**src/rtl/per_host_flood_detector_top_defines.svh**
```systemverilog
// Assertion macros shared by the flood detector RTL.
// Included by modules that check their own logic; depends on nothing.
`ifndef PER_HOST_FLOOD_DETECTOR_TOP_DEFINES_SVH
`define PER_HOST_FLOOD_DETECTOR_TOP_DEFINES_SVH
// Checks an implication on every clock edge outside reset.
`define PHFD_ASSERT(label, prop, msg) \
  label: assert property (@(posedge clk) disable iff (rst) (prop)) else $error(msg);
// Checks an implication on every clock edge, reset included.
`define PHFD_ASSERT_ALWAYS(label, prop, msg) \
  label: assert property (@(posedge clk) (prop)) else $error(msg);
`endif

```
**src/rtl/phfd_pkg.sv**
```systemverilog
// Package for the per-host flood detector: payload types, codes and constants.
// Used by every module of the block; depends on nothing.
`timescale 1ns / 1ps
package phfd_pkg;
  typedef struct packed {
    logic        operation;
    logic [7:0]  data_byte;
    logic        last;
    logic [31:0] now;
  } in_item_t;

  typedef struct packed {
    logic       pass;
    logic [2:0] cause;
  } out_item_t;

  localparam logic [2:0] CAUSE_OK        = 3'd0;
  localparam logic [2:0] CAUSE_UNTRACKED = 3'd1;
  localparam logic [2:0] CAUSE_FULL      = 3'd2;
  localparam logic [2:0] CAUSE_ICMP      = 3'd3;
  localparam logic [2:0] CAUSE_SYN       = 3'd4;
  localparam logic [2:0] CAUSE_SCAN      = 3'd5;

  localparam logic [1:0] REG_ICMP_LIMIT = 2'd0;
  localparam logic [1:0] REG_SYN_LIMIT  = 2'd1;
  localparam logic [1:0] REG_SCAN_LIMIT = 2'd2;
  localparam logic [1:0] REG_IDLE       = 2'd3;

  localparam logic [7:0]  MIN_FRAME  = 8'd34;
  localparam logic [15:0] ETHER_IPV4 = 16'h0800;
  localparam logic [7:0]  IHL_MASK   = 8'h0F;
  localparam logic [7:0]  SYN_BIT    = 8'h02;
  localparam logic [7:0]  ETH_HDR    = 8'd14;
  localparam logic [7:0]  PROTO_ICMP = 8'd1;
  localparam logic [7:0]  PROTO_TCP  = 8'd6;

  // One queue entry: either a sweep or a classified frame summary.
  typedef struct packed {
    logic        sweep;
    logic        tracked;
    logic        syn_check;
    logic [7:0]  proto;
    logic [31:0] addr;
    logic [15:0] port;
    logic [31:0] now;
  } job_t;
endpackage

```
**src/rtl/per_host_flood_detector_top.sv**
```systemverilog
// Per-host flood detector: a byte-stream parser feeds a four-entry job queue that a host
// table engine drains. A frame byte or sweep transfer is accepted when start is high and busy
// is low, at most one per cycle. Each frame's verdict shows on pass/cause with done high for
// one cycle; the job passes the parser's job register, the queue, and the table's lookup and
// update states before done rises, and waits longer when jobs queue ahead of it; the
// receiver cannot hold a verdict off. The table engine handles each job as a lookup, then an
// update, so when a frame end or sweep is taken while another job waits, busy rises until
// the backlog drains.
`timescale 1ns / 1ps
module per_host_flood_detector_top #(
  parameter int HOST_SLOTS  = 16,
  parameter int TALLY_WIDTH = 16
) (
  input  logic                 clk,
  input  logic                 rst,
  input  logic                 start,
  output logic                 busy,
  input  phfd_pkg::in_item_t   item,
  output logic                 done,
  output phfd_pkg::out_item_t  result,
  input  logic                 cfg_we,
  input  logic [1:0]           cfg_index,
  input  logic [31:0]          cfg_data
);
  logic [15:0] icmp_max;
  logic [15:0] syn_max;
  logic [15:0] scan_max;
  logic [31:0] idle_interval;

  logic           take;
  logic           pj_valid;
  phfd_pkg::job_t pj;
  logic           q_valid;
  phfd_pkg::job_t q_job;
  logic           q_pop;
  logic           q_full;

  assign take = start && !busy;

  always_ff @(posedge clk) begin
    if (rst) begin
      icmp_max      <= 16'd100;
      syn_max       <= 16'd100;
      scan_max      <= 16'd20;
      idle_interval <= 32'd1000;
      busy          <= 1'b0;
    end else begin
      if (cfg_we) begin
        unique case (cfg_index)
          phfd_pkg::REG_ICMP_LIMIT: icmp_max <= cfg_data[15:0];
          phfd_pkg::REG_SYN_LIMIT:  syn_max <= cfg_data[15:0];
          phfd_pkg::REG_SCAN_LIMIT: scan_max <= cfg_data[15:0];
          phfd_pkg::REG_IDLE:       idle_interval <= cfg_data;
          default: ;
        endcase
      end
      // Jobs in flight: parser stage plus queue; stall before both could overflow.
      busy <= q_full || (pj_valid && q_valid) || (take && (item.operation || item.last)
              && q_valid);
    end
  end

  phfd_parser u_parser (
    .clk       (clk),
    .rst       (rst),
    .take      (take),
    .item      (item),
    .job_valid (pj_valid),
    .job       (pj)
  );

  phfd_queue #(.DEPTH(4)) u_queue (
    .clk       (clk),
    .rst       (rst),
    .push      (pj_valid),
    .push_job  (pj),
    .pop       (q_pop),
    .pop_valid (q_valid),
    .pop_job   (q_job),
    .full      (q_full)
  );

  phfd_table #(.HOST_SLOTS(HOST_SLOTS), .TALLY_WIDTH(TALLY_WIDTH)) u_table (
    .clk           (clk),
    .rst           (rst),
    .job_valid     (q_valid),
    .job           (q_job),
    .job_pop       (q_pop),
    .icmp_max      (icmp_max),
    .syn_max       (syn_max),
    .scan_max      (scan_max),
    .idle_interval (idle_interval),
    .result_valid  (done),
    .result        (result)
  );
endmodule

```
**src/rtl/phfd_parser.sv**
```systemverilog
// Front end: captures header fields from the byte stream and classifies each frame.
// Depends on phfd_pkg; emits one job per sweep and per frame end.
`timescale 1ns / 1ps
module phfd_parser (
  input  logic               clk,
  input  logic               rst,
  input  logic               take,
  input  phfd_pkg::in_item_t item,
  output logic               job_valid,
  output phfd_pkg::job_t     job
);
  logic [7:0]  byte_index;
  logic [15:0] ether_kind;
  logic [3:0]  header_words;
  logic [7:0]  proto_code;
  logic [31:0] source_addr;
  logic [15:0] dest_port;
  logic [7:0]  tcp_flag_bits;

  logic [7:0]  base;
  logic [7:0]  len;
  logic [15:0] ether_now;
  logic [3:0]  hw_now;
  logic [7:0]  proto_now;
  logic [31:0] addr_now;
  logic [15:0] port_now;
  logic [7:0]  flags_now;
  logic [8:0]  tcp_need;

  always_comb begin
    base      = phfd_pkg::ETH_HDR + {2'd0, header_words, 2'd0};
    ether_now = ether_kind;
    hw_now    = header_words;
    proto_now = proto_code;
    addr_now  = source_addr;
    port_now  = dest_port;
    flags_now = tcp_flag_bits;
    if (byte_index == 8'd12) ether_now[15:8] = item.data_byte;
    if (byte_index == 8'd13) ether_now[7:0] = item.data_byte;
    if (byte_index == 8'd14) hw_now = item.data_byte[3:0];
    if (byte_index == 8'd23) proto_now = item.data_byte;
    if (byte_index == 8'd26) addr_now[31:24] = item.data_byte;
    if (byte_index == 8'd27) addr_now[23:16] = item.data_byte;
    if (byte_index == 8'd28) addr_now[15:8] = item.data_byte;
    if (byte_index == 8'd29) addr_now[7:0] = item.data_byte;
    if (byte_index > phfd_pkg::ETH_HDR) begin
      if (byte_index == base + 8'd2) port_now[15:8] = item.data_byte;
      if (byte_index == base + 8'd3) port_now[7:0] = item.data_byte;
      if (byte_index == base + 8'd13) flags_now = item.data_byte;
    end
    len      = (byte_index == 8'd255) ? 8'd255 : byte_index + 8'd1;
    tcp_need = 9'd28 + {3'd0, hw_now, 2'd0};
  end

  always_ff @(posedge clk) begin
    if (rst) begin
      byte_index    <= '0;
      ether_kind    <= '0;
      header_words  <= '0;
      proto_code    <= '0;
      source_addr   <= '0;
      dest_port     <= '0;
      tcp_flag_bits <= '0;
      job_valid     <= 1'b0;
    end else begin
      job_valid <= take && (item.operation || item.last);
      if (take && !item.operation) begin
        if (item.last) begin
          byte_index    <= '0;
          ether_kind    <= '0;
          header_words  <= '0;
          proto_code    <= '0;
          source_addr   <= '0;
          dest_port     <= '0;
          tcp_flag_bits <= '0;
        end else begin
          byte_index    <= len;
          ether_kind    <= ether_now;
          header_words  <= hw_now;
          proto_code    <= proto_now;
          source_addr   <= addr_now;
          dest_port     <= port_now;
          tcp_flag_bits <= flags_now;
        end
      end
    end
  end

  always_ff @(posedge clk) begin
    if (take) begin
      job.sweep     <= item.operation;
      job.tracked   <= (len >= phfd_pkg::MIN_FRAME) && (ether_now == phfd_pkg::ETHER_IPV4);
      job.syn_check <= ({1'b0, len} >= tcp_need) && ((flags_now & phfd_pkg::SYN_BIT) != 8'd0);
      job.proto     <= proto_now;
      job.addr      <= addr_now;
      job.port      <= port_now;
      job.now       <= item.now;
    end
  end
endmodule

```
**src/rtl/phfd_queue.sv**
```systemverilog
// Short job queue between the parser and the host table engine.
// Depends on phfd_pkg for the job type.
`timescale 1ns / 1ps
`include "per_host_flood_detector_top_defines.svh"
module phfd_queue #(
  parameter int DEPTH = 4
) (
  input  logic           clk,
  input  logic           rst,
  input  logic           push,
  input  phfd_pkg::job_t push_job,
  input  logic           pop,
  output logic           pop_valid,
  output phfd_pkg::job_t pop_job,
  output logic           full
);
  localparam int AW = (DEPTH > 1) ? $clog2(DEPTH) : 1;
  phfd_pkg::job_t    entries [DEPTH];
  logic [AW-1:0]     wr_ptr;
  logic [AW-1:0]     rd_ptr;
  logic [AW:0]       count;

  assign pop_valid = (count != '0);
  assign pop_job   = entries[rd_ptr];
  assign full      = (count == (AW+1)'(DEPTH));

  always_ff @(posedge clk) begin
    if (rst) begin
      wr_ptr <= '0;
      rd_ptr <= '0;
      count  <= '0;
    end else begin
      if (push) wr_ptr <= (wr_ptr == AW'(DEPTH - 1)) ? '0 : wr_ptr + 1'b1;
      if (pop) rd_ptr <= (rd_ptr == AW'(DEPTH - 1)) ? '0 : rd_ptr + 1'b1;
      count <= count + (AW+1)'(push) - (AW+1)'(pop);
    end
  end

  always_ff @(posedge clk) begin
    if (push) entries[wr_ptr] <= push_job;
  end

  `PHFD_ASSERT(a_no_overflow, push |-> !full || pop, "queue overflow")
  `PHFD_ASSERT(a_no_underflow, pop |-> pop_valid, "queue underflow")
  `PHFD_ASSERT(a_count_bound, count <= (AW+1)'(DEPTH), "queue count out of range")
endmodule

```
**src/rtl/phfd_table.sv**
```systemverilog
// Back end: host table lookup, allocation, tallies, limits and the expiry sweep.
// Depends on phfd_pkg; processes each queued job in a lookup state, then an action state.
`timescale 1ns / 1ps
`include "per_host_flood_detector_top_defines.svh"
module phfd_table #(
  parameter int HOST_SLOTS  = 16,
  parameter int TALLY_WIDTH = 16
) (
  input  logic              clk,
  input  logic              rst,
  input  logic              job_valid,
  input  phfd_pkg::job_t    job,
  output logic              job_pop,
  input  logic [15:0]       icmp_max,
  input  logic [15:0]       syn_max,
  input  logic [15:0]       scan_max,
  input  logic [31:0]       idle_interval,
  output logic              result_valid,
  output phfd_pkg::out_item_t result
);
  localparam int SW = (HOST_SLOTS > 1) ? $clog2(HOST_SLOTS) : 1;
  localparam logic [TALLY_WIDTH-1:0] TOP = '1;

  typedef enum logic [1:0] {
    S_LOOK = 2'b01,
    S_ACT  = 2'b10
  } state_t;

  state_t state;
  logic [HOST_SLOTS-1:0]  slot_valid;
  logic [31:0]            slot_addr  [HOST_SLOTS];
  logic [31:0]            slot_seen  [HOST_SLOTS];
  logic [TALLY_WIDTH-1:0] syn_tally  [HOST_SLOTS];
  logic [TALLY_WIDTH-1:0] icmp_tally [HOST_SLOTS];
  logic [TALLY_WIDTH-1:0] scan_tally [HOST_SLOTS];
  logic [15:0]            prior_port [HOST_SLOTS];

  logic [HOST_SLOTS-1:0] hit_vec;
  logic [HOST_SLOTS-1:0] expire_vec;
  logic                  hit_any;
  logic                  free_any;
  logic [SW-1:0]         hit_idx;
  logic [SW-1:0]         free_idx;

  logic          r_hit;
  logic          r_free;
  logic [SW-1:0] r_slot;

  logic [TALLY_WIDTH-1:0] icmp_cur;
  logic [TALLY_WIDTH-1:0] syn_cur;
  logic [TALLY_WIDTH-1:0] scan_cur;
  logic [15:0]            port_cur;
  logic [TALLY_WIDTH-1:0] icmp_inc;
  logic [TALLY_WIDTH-1:0] syn_inc;
  logic [TALLY_WIDTH-1:0] scan_inc;

  logic [TALLY_WIDTH-1:0] icmp_new;
  logic [TALLY_WIDTH-1:0] syn_new;
  logic [TALLY_WIDTH-1:0] scan_new;
  logic [15:0]            port_new;
  logic [2:0]             cause_next;
  logic                   slot_write;

  always_comb begin
    hit_idx  = '0;
    free_idx = '0;
    hit_any  = 1'b0;
    free_any = 1'b0;
    for (int i = 0; i < HOST_SLOTS; i++) begin
      hit_vec[i]    = slot_valid[i] && (slot_addr[i] == job.addr);
      expire_vec[i] = slot_valid[i] && ((job.now - slot_seen[i]) > idle_interval);
    end
    for (int i = HOST_SLOTS - 1; i >= 0; i--) begin
      if (hit_vec[i]) begin
        hit_any = 1'b1;
        hit_idx = SW'(i);
      end
      if (!slot_valid[i]) begin
        free_any = 1'b1;
        free_idx = SW'(i);
      end
    end
  end

  always_comb begin
    icmp_cur = r_hit ? icmp_tally[r_slot] : '0;
    syn_cur  = r_hit ? syn_tally[r_slot] : '0;
    scan_cur = r_hit ? scan_tally[r_slot] : '0;
    port_cur = r_hit ? prior_port[r_slot] : '0;
    icmp_inc = (icmp_cur == TOP) ? TOP : icmp_cur + 1'b1;
    syn_inc  = (syn_cur == TOP) ? TOP : syn_cur + 1'b1;
    scan_inc = (scan_cur == TOP) ? TOP : scan_cur + 1'b1;
  end

  always_comb begin
    icmp_new   = icmp_cur;
    syn_new    = syn_cur;
    scan_new   = scan_cur;
    port_new   = port_cur;
    cause_next = phfd_pkg::CAUSE_OK;
    slot_write = job.tracked && (r_hit || r_free);
    if (!job.tracked) begin
      cause_next = phfd_pkg::CAUSE_UNTRACKED;
    end else if (!r_hit && !r_free) begin
      cause_next = phfd_pkg::CAUSE_FULL;
    end else if (job.proto == phfd_pkg::PROTO_ICMP) begin
      icmp_new = icmp_inc;
      if (32'(icmp_inc) > 32'(icmp_max)) cause_next = phfd_pkg::CAUSE_ICMP;
    end else if (job.proto == phfd_pkg::PROTO_TCP && job.syn_check) begin
      syn_new = syn_inc;
      if (32'(syn_inc) > 32'(syn_max)) begin
        cause_next = phfd_pkg::CAUSE_SYN;
      end else if (port_cur != job.port) begin
        scan_new = scan_inc;
        port_new = job.port;
        if (32'(scan_inc) > 32'(scan_max)) cause_next = phfd_pkg::CAUSE_SCAN;
      end
    end
  end

  assign job_pop = job_valid && (state == S_ACT);

  always_ff @(posedge clk) begin
    if (rst) begin
      state        <= S_LOOK;
      slot_valid   <= '0;
      result_valid <= 1'b0;
    end else begin
      result_valid <= (state == S_ACT) && !job.sweep;
      unique case (state)
        S_LOOK: begin
          if (job_valid) state <= S_ACT;
        end
        S_ACT: begin
          state <= S_LOOK;
          if (job.sweep) begin
            slot_valid <= slot_valid & ~expire_vec;
          end else if (job.tracked && !r_hit && r_free) begin
            slot_valid[r_slot] <= 1'b1;
          end
        end
        default: state <= S_LOOK;
      endcase
    end
  end

  always_ff @(posedge clk) begin
    if (state == S_LOOK) begin
      r_hit  <= hit_any;
      r_free <= free_any;
      r_slot <= hit_any ? hit_idx : free_idx;
    end
    if (state == S_ACT && job_valid && !job.sweep) begin
      result.pass  <= (cause_next != phfd_pkg::CAUSE_ICMP) &&
                      (cause_next != phfd_pkg::CAUSE_SYN) &&
                      (cause_next != phfd_pkg::CAUSE_SCAN);
      result.cause <= cause_next;
      if (slot_write) begin
        slot_addr[r_slot]  <= job.addr;
        slot_seen[r_slot]  <= job.now;
        icmp_tally[r_slot] <= icmp_new;
        syn_tally[r_slot]  <= syn_new;
        scan_tally[r_slot] <= scan_new;
        prior_port[r_slot] <= port_new;
      end
    end
  end

  `PHFD_ASSERT(a_hit_unique, job_valid |-> $onehot0(hit_vec), "host address held by two slots")
  `PHFD_ASSERT(a_pop_in_act, job_pop |-> state == S_ACT, "job popped outside action cycle")
  `PHFD_ASSERT(a_result_after_pop, result_valid |-> $past(job_pop) && !$past(job.sweep),
    "result without a frame job")
endmodule

```
**config.mk**
```make
export PLATFORM = sky130hd
export DESIGN_NAME = per_host_flood_detector_top
export DESIGN_NICKNAME = d
export VERILOG_FILES = /design/src/rtl/phfd_pkg.sv /design/src/rtl/per_host_flood_detector_top.sv /design/src/rtl/phfd_parser.sv /design/src/rtl/phfd_queue.sv /design/src/rtl/phfd_table.sv
export VERILOG_INCLUDE_DIRS = /design/src /design/src/rtl
export SDC_FILE = /design/constraint.sdc
export NUM_CORES = 2
export LEC_CHECK = 0
export BUFFER_PORTS_ARGS = -buffer_cell sky130_fd_sc_hd__buf_2
export CAP_MARGIN = 20
export CORE_MARGIN = 3
export CORE_UTILIZATION = 49
export CTS_BUF_LIST = sky130_fd_sc_hd__clkbuf_16
export CTS_CLUSTER_SIZE = 25
export DETAILED_ROUTE_END_ITERATION = 6
export HOLD_SLACK_MARGIN = 0.12
export PLACE_DENSITY = 0.74
export SYNTH_ARGS = -nofsm -noshare
export SYNTH_HDL_FRONTEND = slang
export SYNTH_HIERARCHICAL = 1
export SYNTH_SLANG_ARGS = --single-unit
```
**constraint.sdc**
```tcl
create_clock -name clk -period 15.7 [get_ports clk]
set_input_delay 3.14 -clock clk [delete_from_list [all_inputs] [get_ports clk]]
set_output_delay 3.14 -clock clk [all_outputs]
set_load 0.02 [all_outputs]
```
==> summary.md <==
| Metric | Value |
|---|---|
| Critical path class | `reg2reg` |
| Post-CTS Hold Fix Bufs | `0` |
| Syn Area/Cell | `13.25 um2` |
| WL/cell | `26.12 um` |
| Initial antenna violation count | `24` |
| Fmax | `121.1 MHz` |
| Final ANT Viol Nets | `0` |
| Status | `complete, no violations` |
| Post-route clock period utilization | `0.5259` |
| Hold Fails Final Rpt | `0` |
| Terminus of the critical flop-to-flop path | `u_table/scan_tally[10][1]` |
| Clock root buffer | `clkbuf_16` |
| RSZ-0062 raised after global routing | `no` |
| CP top delay family | `compound AO/OA/AOI/OAI gates` |
| Via count | `93510` |
| Placed cell area | `147200 um2` |
| Residual DRC | `0` |
| Number of synthesized register bits | `2712` |
| Worst vdd ir | `152.9 uV` |
| Footprint of the multi-input gates | `58160 um2` |
| Pleak | `58.47 nW` |
| Mapped cell area | `142000 um2` |
| P_sw | `4.145 mW` |
| Max FO, Critical Path | `125` |
| Total grt overflow | `0` |
| Total GRT Usage | `0.2596` |
| Hold path endpoint | `u_queue/entries[0][20]` |
| Vias per cell | `6.218` |
| Sequential power share | `0.477` |
| FP Rows | `197` |
| Reg2reg setup slack | `7.44 ns` |
| Hold wc startpoint | `u_parser/job[20]` |
| Slew headroom | `0.09624` |
| Primary flip-flop cell chosen by synthesis mapping | `edfxtp_1` |
| Mux cell area share after synthesis | `0.07228` |
| Total CTS buffers | `288` |
| Warning count from the yosys run | `6` |
| CP Data Arrival Time | `8.80 ns` |
| Post-CTS Repair Setup Buffers | `0` |
| Worst hold path class | `reg2reg` |
| Adder-cell share of the synthesized area | `0.09738` |
| Fin nets | `12190` |
| Most frequent CP cell | `o21a_1` |
| Main area contributors after synthesis | `edfxtp_1 53%, ha_1 9.5%, mux4_2 5.4%` |
| Worst Setup End Kind | `flop` |
| EDFF count, synth | `2513` |
| I/O pin total | `86` |
| Met3 WL | `33.59 mm` |
| Vias in the first global route | `93050` |
| Top Metal Used | `met5` |
| Worst-Skew Late Latency | `0.93 ns` |
| HPWL Detailed | `243.1 mm` |
| Top cell type's share of synthesized area | `0.5314` |
| Wire length on met1 | `153.0 mm` |
| Seq/Total Area, Yosys | `0.5595` |
| Layout area overhead | `10.54%` |
| Full die area | `296300 um2` |
| Pwr dens | `107.3 nW/um2` |
| Clock Path Buffers | `4` |
| CTS clk-pin slew, worst paths | `0.06 ns` |
| FILL cells | `22420` |
| Fin crit period | `8.256 ns` |
| # H-tree levels | `5` |
| Depth of the worst hold-timing path | `0` |
| Register Area | `79470 um2` |
| CP Launch Type | `flop` |
| Initial Util | `0.4928` |
| Core ar. | `288100 um2` |
| Clock network fraction of total power | `0.408` |
| Final instance area | `157000 um2` |
| Commonest non-fill, non-tap cells in the layout | `2513 x edfxtp_1, 1078 x ha_1, 808 x inv_1` |
| R2R cell count | `23` |
| Worst EP required | `16.24 ns` |
| Gp weighted congestion | `0.9343` |
| Hold WS | `0.4545 ns` |
| Crit path largest cell delay | `0.83 ns` |
| Pint | `12.70 mW` |
| Critical path's slowest cell | `o22ai_1` |
| CTS tree | `built` |
| Post-Synth Simple-Gate Area | `0.07730` |
| First-pass GRT wire length | `581.1 mm` |
| Total Routed Length | `392.8 mm` |
| Placed insts | `14490` |
| # setup viols final | `0` |
| Most common cell after layout, fill and taps aside | `edfxtp_1` |
| Post-synthesis cell type count | `117` |
| Setup TNS | `0 ns` |
| Switching part of the total power | `0.2460` |
| Clock skew | `0.09306 ns` |
| Met2 WL | `184.1 mm` |
| TritonRoute pass-1 iters | `5` |
| Async set or reset register ratio after synthesis | `0` |
| Layout Cells excl Fill | `15040` |
| Share of cells above drive strength 1 | `0.1120` |
| Critical path, cell by cell | `buf_12 -> mux4_2 -> mux4_2 -> nand2_1 -> inv_1 -> ha_1 -> nand4_1 -> and3b_1 -> nand4_1 -> or2_2 -> nand2b_1 -> ha_1 -> nor2b_1 -> o21a_1 -> o21a_1 -> o21a_1 -> o21a_1 -> o211ai_1 -> a31oi_1 -> nor3_4 -> buf_4 -> mux2i_1 -> o22ai_1` |
| Post-cts resize count | `0` |
| Pins Over Slew Limit | `0` |
| Post-Synth XOR/XNOR Area | `0.06153` |
| Syn_nets | `11890` |
| Max cap viols | `0` |
| Die Y | `544.3 um` |
| Yosys top cell by area | `edfxtp_1` |
| Worst slew pin tran | `1.356 ns` |
| CTS Sinks | `2712` |
| Gate power share | `0.116` |
| Chip width | `544.3 um` |
| Input/output buffers | `85` |
| Synth Instances | `10720` |
| Compound-cell area share of the yosys netlist | `0.09996` |
| Critical path buffer and inverter count | `3` |
| Largest net degree at the start of global routing | `129` |
| DR iter-0 viols | `9926` |
| Largest family of logic cells by synthesized area | `compound AO/OA/AOI/OAI gates` |
## cell usage after synthesis (all sizes together) (92+ instances only)
library cell / instances
nand2b: 115
nor2b: 129
nor2: 481
dfxtp: 199
nand4: 234
nor3: 162
a21o: 360
nand3: 166
xnor2: 597
a21oi: 633
xor2: 397
o21a: 185
o21ai: 356
clkbuf: 151
mux4: 375
ha: 1078
inv: 736
mux2i: 92
nand2: 555
edfxtp: 2513
buf: 142
## worst max-delay path by stage
stage               depth (start not counted)                          to
CTS                                        23   u_table/prior_port[1][15]
detailed placement                         23  u_table/scan_tally[12][11]
floorplan                                   6    u_table/icmp_tally[0][0]
finish                                     23   u_table/scan_tally[10][1]
global placement                           23   u_table/prior_port[0][15]
global route                               23   u_table/scan_tally[11][1]
## through the flow
| stage | setup slack (ns) | power (mW) | utilization |
|---|---|---|---|
| 2_1_floorplan | 4.205 | 9.567 | - |
| 3_3_place_gp | 7.418 | 10.02 | 0.5107 |
| 3_5_place_dp | 7.293 | 10.09 | 0.5110 |
| 4_1_cts | 7.244 | 16.92 | 0.5441 |
| 5_1_grt | 6.938 | 17.40 | 0.5447 |
| 6_report | 7.444 | 16.85 | 0.5448 |
## power by group through the flow
stage                     Sequential [mW]  Clock [mW]  Combinational, mW
after global placement               8.18           0               1.84
after floorplan                      8.15           0               1.42
after global routing                 8.03        7.24               2.12
after detailed placement             8.18           0               1.90
after CTS                            8.03        6.97               1.92
final                                8.03        6.87               1.95
## registers in the layout, indices dropped and copies added, names as in the netlist, 16 cells and up, named ones only
signal,flops
icmp_max,16
idle_interval,32
scan_max,16
syn_max,16
u_parser/dest_port,16
u_parser/ether_kind,16
u_parser/job,91
u_parser/source_addr,32
u_queue/entries,364
u_table/icmp_tally,256
u_table/prior_port,256
u_table/scan_tally,256
u_table/slot_addr,512
u_table/slot_seen,512
u_table/slot_valid,16
u_table/syn_tally,256
## logic make-up (layout without fill, tap and decap cells)
group / Yosys count / in the layout
buffers and inverters: 1032 / 1563
adders and majority gates: 1095 / 1095
and+or+nand+nor: 2185 / 2185
xor gates and xnor gates: 995 / 995
other: 0 / 11
muxes: 535 / 535
DFF: 2712 / 2712
AOI/OAI and AO/OA: 2161 / 2161
## final cells by class
cell class / count / share of cell area
Antenna cell: 11 / 0.0001754
Clock buffer: 291 / 0.04639
Clock inverter: 232 / 0.01440
Inverter: 738 / 0.01767
Multi-Input combinational cell: 6971 / 0.3705
Sequential cell: 2712 / 0.5062
Tap cell: 3781 / 0.03014
Timing Repair Buffer: 302 / 0.01444
## per-layer routing
metal,GRT usage,vias to the layer above
li1,-,41350
met2,0.4244,4640
met1,0.3361,46490
met3,0.04171,1028
met4,0.1310,4
met5,0,-
No activity file was read; power rests on OpenSTA's default activity.
